### config.mk
export PLATFORM = sky130hd
export DESIGN_NAME = key_escape_sequence_decoder_unit_flat
export DESIGN_NICKNAME = d
export VERILOG_FILES = /design/src/sv/kesd_pkg.sv /design/src/sv/kesd_if.sv /design/src/sv/kesd_cell.sv /design/src/sv/key_escape_sequence_decoder_unit.sv /design/src/flat_wrapper.sv
export SDC_FILE = /design/constraint.sdc
export NUM_CORES = 2
export LEC_CHECK = 0
export BUFFER_PORTS_ARGS = -buffer_cell sky130_fd_sc_hd__buf_2
export CAP_MARGIN = 5
export CORE_ASPECT_RATIO = 1.25
export CORE_UTILIZATION = 45
export CTS_BUF_LIST = sky130_fd_sc_hd__clkbuf_4
export DETAILED_ROUTE_END_ITERATION = 6
export PLACE_DENSITY = 0.6
export REMOVE_ABC_BUFFERS = 1
export SYNTH_ARGS = -nofsm -noshare
export SYNTH_HDL_FRONTEND = slang
export SYNTH_SLANG_ARGS = --single-unit
### constraint.sdc
create_clock -name i_clk -period 11.52 [get_ports i_clk]
set_input_delay 2.304 -clock i_clk [delete_from_list [all_inputs] [get_ports i_clk]]
set_output_delay 2.304 -clock i_clk [all_outputs]
set_load 0.01 [all_outputs]
### src/sv/kesd_pkg.sv
// ----------------------------------------------------------------------------
// kesd_pkg: shared types and constants of the key escape sequence decoder
// Field widths, request codes and the structs that pass between the
// controller and the row of table cells.
// ----------------------------------------------------------------------------
`timescale 1ns / 1ps
`default_nettype none

package kesd_pkg;

    localparam int BYTE_W        = 8;
    localparam int ENTRY_IDX_W   = 5;
    localparam int ENTRY_BYTES_W = 64;
    localparam int ENTRY_LEN_W   = 4;
    localparam int KEY_CODE_W    = 16;
    localparam int OUT_VALUE_W   = 16;
    // Number of sequence bytes that one entry_bytes word can carry.
    localparam int BYTE_SLOTS    = ENTRY_BYTES_W / BYTE_W;

    // Request kinds.
    localparam logic REQ_RX   = 1'b0;
    localparam logic REQ_LOAD = 1'b1;

    // Table write broadcast to every cell.
    typedef struct packed {
        logic                     valid;
        logic [ENTRY_IDX_W-1:0]   index;
        logic [ENTRY_BYTES_W-1:0] bytes;
        logic [ENTRY_LEN_W-1:0]   len;
        logic [KEY_CODE_W-1:0]    code;
    } t_load;

    // Search token that travels down the row of cells.
    typedef struct packed {
        logic                  valid;
        logic                  found;
        logic                  partial;
        logic [KEY_CODE_W-1:0] code;
    } t_scan;

endpackage

`default_nettype wire

### src/sv/kesd_if.sv
// ----------------------------------------------------------------------------
// kesd_if: request and result channels of the key escape sequence decoder
// Valid/ready channels; a request moves when valid and ready are both high.
// ----------------------------------------------------------------------------
`timescale 1ns / 1ps
`default_nettype none

interface kesd_req_if;
    logic                               valid;
    logic                               ready;
    logic                               req_type;
    logic [kesd_pkg::BYTE_W-1:0]        rx_byte;
    logic [kesd_pkg::ENTRY_IDX_W-1:0]   entry_index;
    logic [kesd_pkg::ENTRY_BYTES_W-1:0] entry_bytes;
    logic [kesd_pkg::ENTRY_LEN_W-1:0]   entry_length;
    logic [kesd_pkg::KEY_CODE_W-1:0]    entry_key_code;

    modport source (
        output valid, req_type, rx_byte, entry_index, entry_bytes, entry_length,
               entry_key_code,
        input  ready
    );
    modport sink (
        input  valid, req_type, rx_byte, entry_index, entry_bytes, entry_length,
               entry_key_code,
        output ready
    );
endinterface

interface kesd_rsp_if;
    logic                             valid;
    logic                             ready;
    logic [kesd_pkg::OUT_VALUE_W-1:0] out_value;
    logic                             is_key_code;
    logic                             last;

    modport source (
        output valid, out_value, is_key_code, last,
        input  ready
    );
    modport sink (
        input  valid, out_value, is_key_code, last,
        output ready
    );
endinterface

`default_nettype wire

### src/sv/kesd_cell.sv
// ----------------------------------------------------------------------------
// kesd_cell: one key table entry with its slice of the search chain
// Holds one sequence, compares it with the pending bytes when the search
// token passes, and hands the updated token to the next cell.
// ----------------------------------------------------------------------------
`timescale 1ns / 1ps
`default_nettype none

module kesd_cell #(
    parameter int CELL_ID = 0,
    parameter int SEQ_CAP = 8
) (
    input  wire                                          i_clk,
    input  wire                                          i_rst_n,
    input  wire kesd_pkg::t_load                         i_load,
    input  wire [SEQ_CAP-1:0][kesd_pkg::BYTE_W-1:0]      i_pend,
    input  wire [$clog2(SEQ_CAP+1)-1:0]                  i_count,
    input  wire kesd_pkg::t_scan                         i_tok,
    output kesd_pkg::t_scan                              o_tok
);

    localparam int CNT_W = $clog2(SEQ_CAP + 1);
    localparam logic [31:0] ID = 32'(CELL_ID);

    logic [kesd_pkg::ENTRY_BYTES_W-1:0] r_bytes;
    logic [kesd_pkg::ENTRY_LEN_W-1:0]   r_len;
    logic [kesd_pkg::KEY_CODE_W-1:0]    r_code;
    kesd_pkg::t_scan                    r_tok;
    kesd_pkg::t_scan                    n_tok;

    logic                               w_wr;
    logic                               w_mismatch;
    logic                               w_hit;
    logic [kesd_pkg::ENTRY_LEN_W-1:0]   w_n;

    assign w_wr = i_load.valid && (32'(i_load.index) == ID);
    assign w_n  = kesd_pkg::ENTRY_LEN_W'(i_count);

    // Only the first i_count bytes take part in the compare.
    always_comb begin
        w_mismatch = 1'b0;
        for (int k = 0; k < SEQ_CAP; k++) begin
            if ((CNT_W'(k) < i_count) &&
                (r_bytes[kesd_pkg::BYTE_W*k +: kesd_pkg::BYTE_W] != i_pend[k])) begin
                w_mismatch = 1'b1;
            end
        end
    end

    assign w_hit = (r_len != '0) && (r_len >= w_n) && !w_mismatch;

    // The earliest full match in the row keeps its code.
    always_comb begin
        n_tok         = i_tok;
        n_tok.found   = i_tok.found || (w_hit && (r_len == w_n));
        n_tok.partial = i_tok.partial || (w_hit && (r_len > w_n));
        n_tok.code    = i_tok.found ? i_tok.code : r_code;
    end

    always_ff @(posedge i_clk) begin
        if (!i_rst_n) begin
            r_len       <= '0;
            r_tok.valid <= 1'b0;
        end else begin
            if (w_wr) begin
                r_len <= i_load.len;
            end
            r_tok.valid <= n_tok.valid;
        end
        if (w_wr) begin
            r_bytes <= i_load.bytes;
            r_code  <= i_load.code;
        end
        r_tok.found   <= n_tok.found;
        r_tok.partial <= n_tok.partial;
        r_tok.code    <= n_tok.code;
    end

    assign o_tok = r_tok;

endmodule

`default_nettype wire

### src/sv/key_escape_sequence_decoder_unit.sv
// ----------------------------------------------------------------------------
// key_escape_sequence_decoder_unit: terminal key escape sequence decoder
// Turns received terminal bytes into extended key codes with a loadable
// table of byte sequences held in a row of compare cells.
// ----------------------------------------------------------------------------
// A load request writes one table slot and gives no result; a slot index at
// or above NUM_KEYS is ignored and a length above the usable maximum (the
// smaller of MAX_SEQ_LEN and 8) is saturated. A received byte is appended
// to the pending buffer and a search token is then sent down the row of
// NUM_KEYS cells, one cell per cycle, so the time to resolve a byte grows
// with the length of that cell row. Results then leave at one per cycle while
// the sink is ready: a single key code on a full match, every pending byte on
// a miss, or nothing while the buffer is still a prefix of some entry. New
// requests are taken only once the previous one is fully resolved, but the
// last result of a request may still wait in the output register while the
// next request is accepted. There is no clearing pass after reset.
// ----------------------------------------------------------------------------
`timescale 1ns / 1ps
`default_nettype none

module key_escape_sequence_decoder_unit #(
    parameter int NUM_KEYS    = 32,
    parameter int MAX_SEQ_LEN = 8
) (
    input  wire         i_clk,
    input  wire         i_rst_n,
    kesd_req_if.sink    i_req,
    kesd_rsp_if.source  o_rsp
);

    // Longest sequence that an entry can hold, and so the pending buffer depth.
    localparam int SEQ_CAP = (MAX_SEQ_LEN < kesd_pkg::BYTE_SLOTS) ?
                             MAX_SEQ_LEN : kesd_pkg::BYTE_SLOTS;
    localparam int CNT_W   = $clog2(SEQ_CAP + 1);
    localparam int PIDX_W  = $clog2(SEQ_CAP);

    typedef enum logic [2:0] {
        ST_IDLE = 3'b001,
        ST_SCAN = 3'b010,
        ST_EMIT = 3'b100
    } t_state;

    t_state                                  r_state, n_state;
    logic [SEQ_CAP-1:0][kesd_pkg::BYTE_W-1:0] r_pend;
    logic [CNT_W-1:0]                        r_count, n_count;
    logic                                    r_launch, n_launch;
    logic                                    r_key, n_key;
    logic [kesd_pkg::KEY_CODE_W-1:0]         r_code, n_code;
    logic [PIDX_W-1:0]                       r_idx, n_idx;
    logic                                    r_ovalid, n_ovalid;
    logic [kesd_pkg::OUT_VALUE_W-1:0]        r_oval, n_oval;
    logic                                    r_okey, n_okey;
    logic                                    r_olast, n_olast;

    logic                                    w_acc;
    logic                                    w_rx_acc;
    logic                                    w_emit_last;
    kesd_pkg::t_load                         w_load;
    kesd_pkg::t_scan                         w_tok [NUM_KEYS+1];

    assign i_req.ready = (r_state == ST_IDLE);
    assign w_acc       = i_req.valid && i_req.ready;
    assign w_rx_acc    = w_acc && (i_req.req_type == kesd_pkg::REQ_RX);

    // Table write, with the length held to what an entry can carry.
    always_comb begin
        w_load.valid = w_acc && (i_req.req_type == kesd_pkg::REQ_LOAD);
        w_load.index = i_req.entry_index;
        w_load.bytes = i_req.entry_bytes;
        w_load.len   = (i_req.entry_length > kesd_pkg::ENTRY_LEN_W'(SEQ_CAP)) ?
                       kesd_pkg::ENTRY_LEN_W'(SEQ_CAP) : i_req.entry_length;
        w_load.code  = i_req.entry_key_code;
    end

    // The token enters the row in the same cycle as the byte lands in the buffer.
    always_comb begin
        w_tok[0].valid   = r_launch;
        w_tok[0].found   = 1'b0;
        w_tok[0].partial = 1'b0;
        w_tok[0].code    = '0;
    end

    for (genvar g = 0; g < NUM_KEYS; g++) begin : g_cell
        kesd_cell #(
            .CELL_ID (g),
            .SEQ_CAP (SEQ_CAP)
        ) u_cell (
            .i_clk   (i_clk),
            .i_rst_n (i_rst_n),
            .i_load  (w_load),
            .i_pend  (r_pend),
            .i_count (r_count),
            .i_tok   (w_tok[g]),
            .o_tok   (w_tok[g+1])
        );
    end

    // A key code is always a single result; raw bytes end at the newest one.
    assign w_emit_last = r_key || ((CNT_W'(r_idx) + CNT_W'(1)) == r_count);

    always_comb begin
        n_state  = r_state;
        n_count  = r_count;
        n_launch = 1'b0;
        n_key    = r_key;
        n_code   = r_code;
        n_idx    = r_idx;
        n_ovalid = r_ovalid;
        n_oval   = r_oval;
        n_okey   = r_okey;
        n_olast  = r_olast;
        if (r_ovalid && o_rsp.ready) begin
            n_ovalid = 1'b0;
        end
        unique case (r_state)
            ST_IDLE: begin
                if (w_rx_acc) begin
                    n_count  = r_count + CNT_W'(1);
                    n_launch = 1'b1;
                    n_state  = ST_SCAN;
                end
            end
            ST_SCAN: begin
                if (w_tok[NUM_KEYS].valid) begin
                    n_idx  = '0;
                    n_key  = w_tok[NUM_KEYS].found;
                    n_code = w_tok[NUM_KEYS].code;
                    if (!w_tok[NUM_KEYS].found && w_tok[NUM_KEYS].partial) begin
                        n_state = ST_IDLE;
                    end else begin
                        n_state = ST_EMIT;
                    end
                end
            end
            ST_EMIT: begin
                if (!r_ovalid || o_rsp.ready) begin
                    n_ovalid = 1'b1;
                    n_oval   = r_key ? r_code :
                               kesd_pkg::OUT_VALUE_W'(r_pend[r_idx]);
                    n_okey   = r_key;
                    n_olast  = w_emit_last;
                    if (w_emit_last) begin
                        n_count = '0;
                        n_state = ST_IDLE;
                    end else begin
                        n_idx = r_idx + PIDX_W'(1);
                    end
                end
            end
            default: begin
                n_state = ST_IDLE;
            end
        endcase
    end

    always_ff @(posedge i_clk) begin
        if (!i_rst_n) begin
            r_state  <= ST_IDLE;
            r_count  <= '0;
            r_launch <= 1'b0;
            r_ovalid <= 1'b0;
        end else begin
            r_state  <= n_state;
            r_count  <= n_count;
            r_launch <= n_launch;
            r_ovalid <= n_ovalid;
        end
        r_key   <= n_key;
        r_code  <= n_code;
        r_idx   <= n_idx;
        r_oval  <= n_oval;
        r_okey  <= n_okey;
        r_olast <= n_olast;
    end

    // Pending buffer: only the first r_count entries are ever read.
    always_ff @(posedge i_clk) begin
        if (w_rx_acc) begin
            r_pend[r_count[PIDX_W-1:0]] <= i_req.rx_byte;
        end
    end

    assign o_rsp.valid       = r_ovalid;
    assign o_rsp.out_value   = r_oval;
    assign o_rsp.is_key_code = r_okey;
    assign o_rsp.last        = r_olast;

    // The search token leaves the row only while the controller waits for it.
    a_tok_in_scan: assert property (@(posedge i_clk) disable iff (!i_rst_n)
        w_tok[NUM_KEYS].valid |-> (r_state == ST_SCAN))
        else $error("search token left the cell row outside of a scan");

    // The buffer never grows beyond the longest sequence an entry can hold.
    a_count_bound: assert property (@(posedge i_clk) disable iff (!i_rst_n)
        (32'(r_count) <= SEQ_CAP))
        else $error("pending byte count exceeds the sequence capacity");

    // An accepted byte always starts a search on the next cycle.
    a_rx_launch: assert property (@(posedge i_clk) disable iff (!i_rst_n)
        w_rx_acc |=> (r_launch && (r_state == ST_SCAN)))
        else $error("received byte did not start a search");

    // A full match always leads to a key code result.
    a_match_emit: assert property (@(posedge i_clk) disable iff (!i_rst_n)
        (w_tok[NUM_KEYS].valid && w_tok[NUM_KEYS].found) |=>
        ((r_state == ST_EMIT) && r_key))
        else $error("full match did not select a key code result");

    // A key code result is always the only result of its request.
    a_key_last: assert property (@(posedge i_clk) disable iff (!i_rst_n)
        (r_ovalid && r_okey) |-> r_olast)
        else $error("key code result not marked as last");

endmodule

`default_nettype wire

### src/flat_wrapper.sv
// flat-port wrapper written by rule: the top's interface ports become plain ports
module key_escape_sequence_decoder_unit_flat 
#(
    parameter int NUM_KEYS    = 32,
    parameter int MAX_SEQ_LEN = 8
)
  (i_clk, i_rst_n, i_req_valid, i_req_req_type, i_req_rx_byte, i_req_entry_index, i_req_entry_bytes, i_req_entry_length, i_req_entry_key_code, i_req_ready, o_rsp_valid, o_rsp_out_value, o_rsp_is_key_code, o_rsp_last, o_rsp_ready);
  kesd_req_if i_req_i ();
  kesd_rsp_if o_rsp_i ();
  input  wire i_clk;
  input  wire i_rst_n;
  input wire logic [$bits(i_req_i.valid)-1:0] i_req_valid;
  input wire logic [$bits(i_req_i.req_type)-1:0] i_req_req_type;
  input wire logic [$bits(i_req_i.rx_byte)-1:0] i_req_rx_byte;
  input wire logic [$bits(i_req_i.entry_index)-1:0] i_req_entry_index;
  input wire logic [$bits(i_req_i.entry_bytes)-1:0] i_req_entry_bytes;
  input wire logic [$bits(i_req_i.entry_length)-1:0] i_req_entry_length;
  input wire logic [$bits(i_req_i.entry_key_code)-1:0] i_req_entry_key_code;
  output wire logic [$bits(i_req_i.ready)-1:0] i_req_ready;
  output wire logic [$bits(o_rsp_i.valid)-1:0] o_rsp_valid;
  output wire logic [$bits(o_rsp_i.out_value)-1:0] o_rsp_out_value;
  output wire logic [$bits(o_rsp_i.is_key_code)-1:0] o_rsp_is_key_code;
  output wire logic [$bits(o_rsp_i.last)-1:0] o_rsp_last;
  input wire logic [$bits(o_rsp_i.ready)-1:0] o_rsp_ready;
  assign i_req_i.valid = i_req_valid;
  assign i_req_i.req_type = i_req_req_type;
  assign i_req_i.rx_byte = i_req_rx_byte;
  assign i_req_i.entry_index = i_req_entry_index;
  assign i_req_i.entry_bytes = i_req_entry_bytes;
  assign i_req_i.entry_length = i_req_entry_length;
  assign i_req_i.entry_key_code = i_req_entry_key_code;
  assign i_req_ready = i_req_i.ready;
  assign o_rsp_valid = o_rsp_i.valid;
  assign o_rsp_out_value = o_rsp_i.out_value;
  assign o_rsp_is_key_code = o_rsp_i.is_key_code;
  assign o_rsp_last = o_rsp_i.last;
  assign o_rsp_i.ready = o_rsp_ready;
  key_escape_sequence_decoder_unit #(.NUM_KEYS(NUM_KEYS), .MAX_SEQ_LEN(MAX_SEQ_LEN)) u_core (.i_clk(i_clk), .i_rst_n(i_rst_n), .i_req(i_req_i), .o_rsp(o_rsp_i));
endmodule
==> flow_summary.yaml <==
run_status:
  status: "finished, final reports clean"
cts:
  post_cts_buffers: 0
  h-tree-depth: 6
  cts_tree: "yes"
  cts-root-buf: "clkbuf_4"
  cts_buffers: 803
  cts_resized: 0
  clk_latency_ns: 1.45
  cts_hold_buf: 0
  cts_buffer_depth: 4
  clk_pin_slew_ns: 0.07
  clock_sinks: 3407
die:
  start_util: 0.453
  core_area_um2: 293000
  ioPinCount: 122
  dieArea_um2: 297000
  fp.dieW_um: 488
  fp-row-count: 222
  fp.dieH_um: 609
synthesis:
  synth_largest_area_cell: "edfxtp_1"
  ys_seq_area_frac: 0.715
  ys_types: 59
  synth-async-reset-ratio: 0
  synthTopCellsByArea: "edfxtp_1 60%, dfxtp_1 11%, xnor2_1 7.3%, xor2_1 6.3%, mux2_2 4.2%"
  synth-compound-area-share: 0.0253
  ys_ff_latch: 3407
  yosys-top-cells-count: "2662 x edfxtp_1, 1099 x xnor2_1, 954 x xor2_1, 745 x dfxtp_1, 496 x mux2_2"
  synthCells: 8267
  synth_mux_area_frac: 0.0503
  synth_edf_count: 2662
  syn_avg_cell_area_um2: 16.1
  synth_top_family_by_area: "XOR/XNOR gates"
  synth-xor-area-share: 0.136
  yosysMostFrequentCell: "edfxtp_1"
  syn-cell-area_um2: 133000
  netlist.area_leader.share: 0.602
  ys_warn_count: 0
  synthSimpleGateAreaFrac: 0.0463
  yosys_most_used_dff: "edfxtp_1"
  synth_fa_ha_area_frac: 0.0124
setup_path:
  reg2regPathDepth: 5
  start_kind: "input port"
  worstPathMaxFanout: 51
  crit_type: "in2reg"
  worstPathRequired_ns: 12.48
  worstSetupEndpointType: "register"
  worstPathArrival_ns: 5.86
power_and_ir_drop:
  power_density_nw_per_um2: 163
  leakagePower_nw: 49.9
  total_power_mw: 24.4
  irDropWorstVdd_mv: 0.0975
worst_hold_path:
  hold_class: "reg2reg"
  hold_depth: 0
drt:
  viasPerCell: 5.53
  vias: 75343
  drt_iter0_drc: 7356
  finalWirelength_mm: 412
  first_pass_iters: 5
  drc: 0
  ant_nets: 0
  routedWlPerCell_um: 30.2
global_route:
  grt.overflow.total: 0
  grt_pass1_wl_mm: 569
  grt_pass1_vias: 76420
  gr-usage-all-layers: 0.274
  grt_antenna_before_repair: 29
  grt_max_degree: 87
placed_design:
  place.gp.congestion: 0.901
  portBuffers: 121
  place_area_um2: 139000
  dpl.hpwl_mm: 242
sta:
  rsz0062_at_grt: "no"
  setup_tns_ns: 0
  period_needed_ns: 4.89
  fmax_ghz: 0.204
  final-setup-viol-count: 0
  hold_viol_final: 0
  worst_pin_slew_ns: 1.42
  clock_skew_ns: 0.137
  slew_violations: 0
  fin_crit_sh: 0.425
  slew_headroom: 0.0416
final_layout:
  multiInputGateArea_um2: 36100
  area_growth_pct: 12.4
  drive_above_1_share: 0.231
  regArea_um2: 94900
  finalInstanceArea_um2: 149000
  fin_util: 0.509
  fin_nets: 9276
  fillCellCount: 24631
job:
  maxCapViolations: 0
==> stage by stage <==
step                hold slack [ns]  setup slack, ns  cells
global placement              0.324             5.40  12156
floorplan                     0.323             4.51   7863
detailed placement            0.327             5.26  12158
CTS                           0.330             6.61  13592
global route                  0.345             6.62  13612
finish                        0.340             6.63  13617
==> power breakdown <==
| group | leakage (nW) | internal, mW | switching [mW] |
|---|---|---|---|
| clock network | 6.20 | 5.18 | 4.76 |
| registers | 30.1 | 13.4 | 0.150 |
| logic | 13.6 | 0.277 | 0.584 |
| total | 49.9 | 18.9 | 5.49 |
==> flip-flops by register name, summed over array words and instances, names as in the netlist, 4 cells and up <==
signal	flops
u_core.g_cell.u_cell.r_code	512
u_core.g_cell.u_cell.r_len	128
u_core.r_pend	64
u_core.r_count	4
u_core.o_rsp.out_value	16
u_core.r_code	16
u_core.g_cell.u_cell.r_bytes	2048
u_core.g_cell.u_cell.o_tok	608
==> critical path, cell delays in order <==
cell	delay, ns
buf_2	0.11
and4_1	0.56
nand3_1	0.68
nor2_4	1.25
buf_4	0.77
==> layout by cell type, fill, tap and decap left out, types with 42 or more instances in the layout <==
| cell type | synthesis | layout |
|---|---|---|
| xor2_1 | 954 | 954 |
| edfxtp_1 | 2662 | 2662 |
| inv_1 | 68 | 63 |
| a21oi_1 | 149 | 146 |
| dfxtp_1 | 745 | 743 |
| nor4_1 | 298 | 294 |
| clkinv_1 | 2 | 171 |
| clkbuf_4 | 0 | 1202 |
| buf_4 | 0 | 254 |
| o21ai_0 | 216 | 201 |
| and2_1 | 42 | 42 |
| a21boi_0 | 66 | 66 |
| mux2_2 | 496 | 496 |
| nand4_1 | 308 | 308 |
| ha_1 | 131 | 131 |
| nor2b_1 | 90 | 87 |
| nor2_1 | 69 | 49 |
| mux2i_1 | 73 | 73 |
| buf_2 | 214 | 120 |
| nand2_1 | 129 | 129 |
| xnor2_1 | 1099 | 1099 |
==> path summary, 6_finish.rpt <==
path / startpoint / endpoint / slack (ns)
max: i_req_valid / u_core.g_cell[29].u_cell.r_bytes[23] / 6.63
min: u_core.g_cell[0].u_cell.r_code[11] / u_core.g_cell[0].u_cell.o_tok[11] / 0.34
max reg2reg: u_core.r_state[2] / u_core.g_cell[29].u_cell.r_bytes[23] / 6.75
min reg2reg: u_core.g_cell[0].u_cell.r_code[11] / u_core.g_cell[0].u_cell.o_tok[11] / 0.34
==> logic make-up after synthesis <==
| family | count (synthesis) |
|---|---|
| flops | 3407 |
| xor+xnor | 2053 |
| mux | 585 |
| buf+inv | 474 |
| compound gates | 559 |
| simple gates | 1058 |
| fa+ha+maj | 131 |
==> per-layer routing <==
metal,up-vias,routed length [um],GRT usage,part of all wire
li1,32351,-,-,-
met1,39070,157000,0.330,0.38
met2,3195,205000,0.467,0.50
met3,717,27400,0.0477,0.066
met4,10,21700,0.146,0.053
met5,-,74,0,0.00018
==> final cells by class <==
type                    instances  share of cell area
diodes                         25            0.000419
clock inverters               232             0.00987
multi-input cells            4386               0.242
inverters                      70             0.00183
clock buffers                1202              0.0605
flip-flops and latches       3407               0.636
well taps                    3920              0.0329
repair buffers                375              0.0169
No activity file was read; power rests on OpenSTA's default activity.
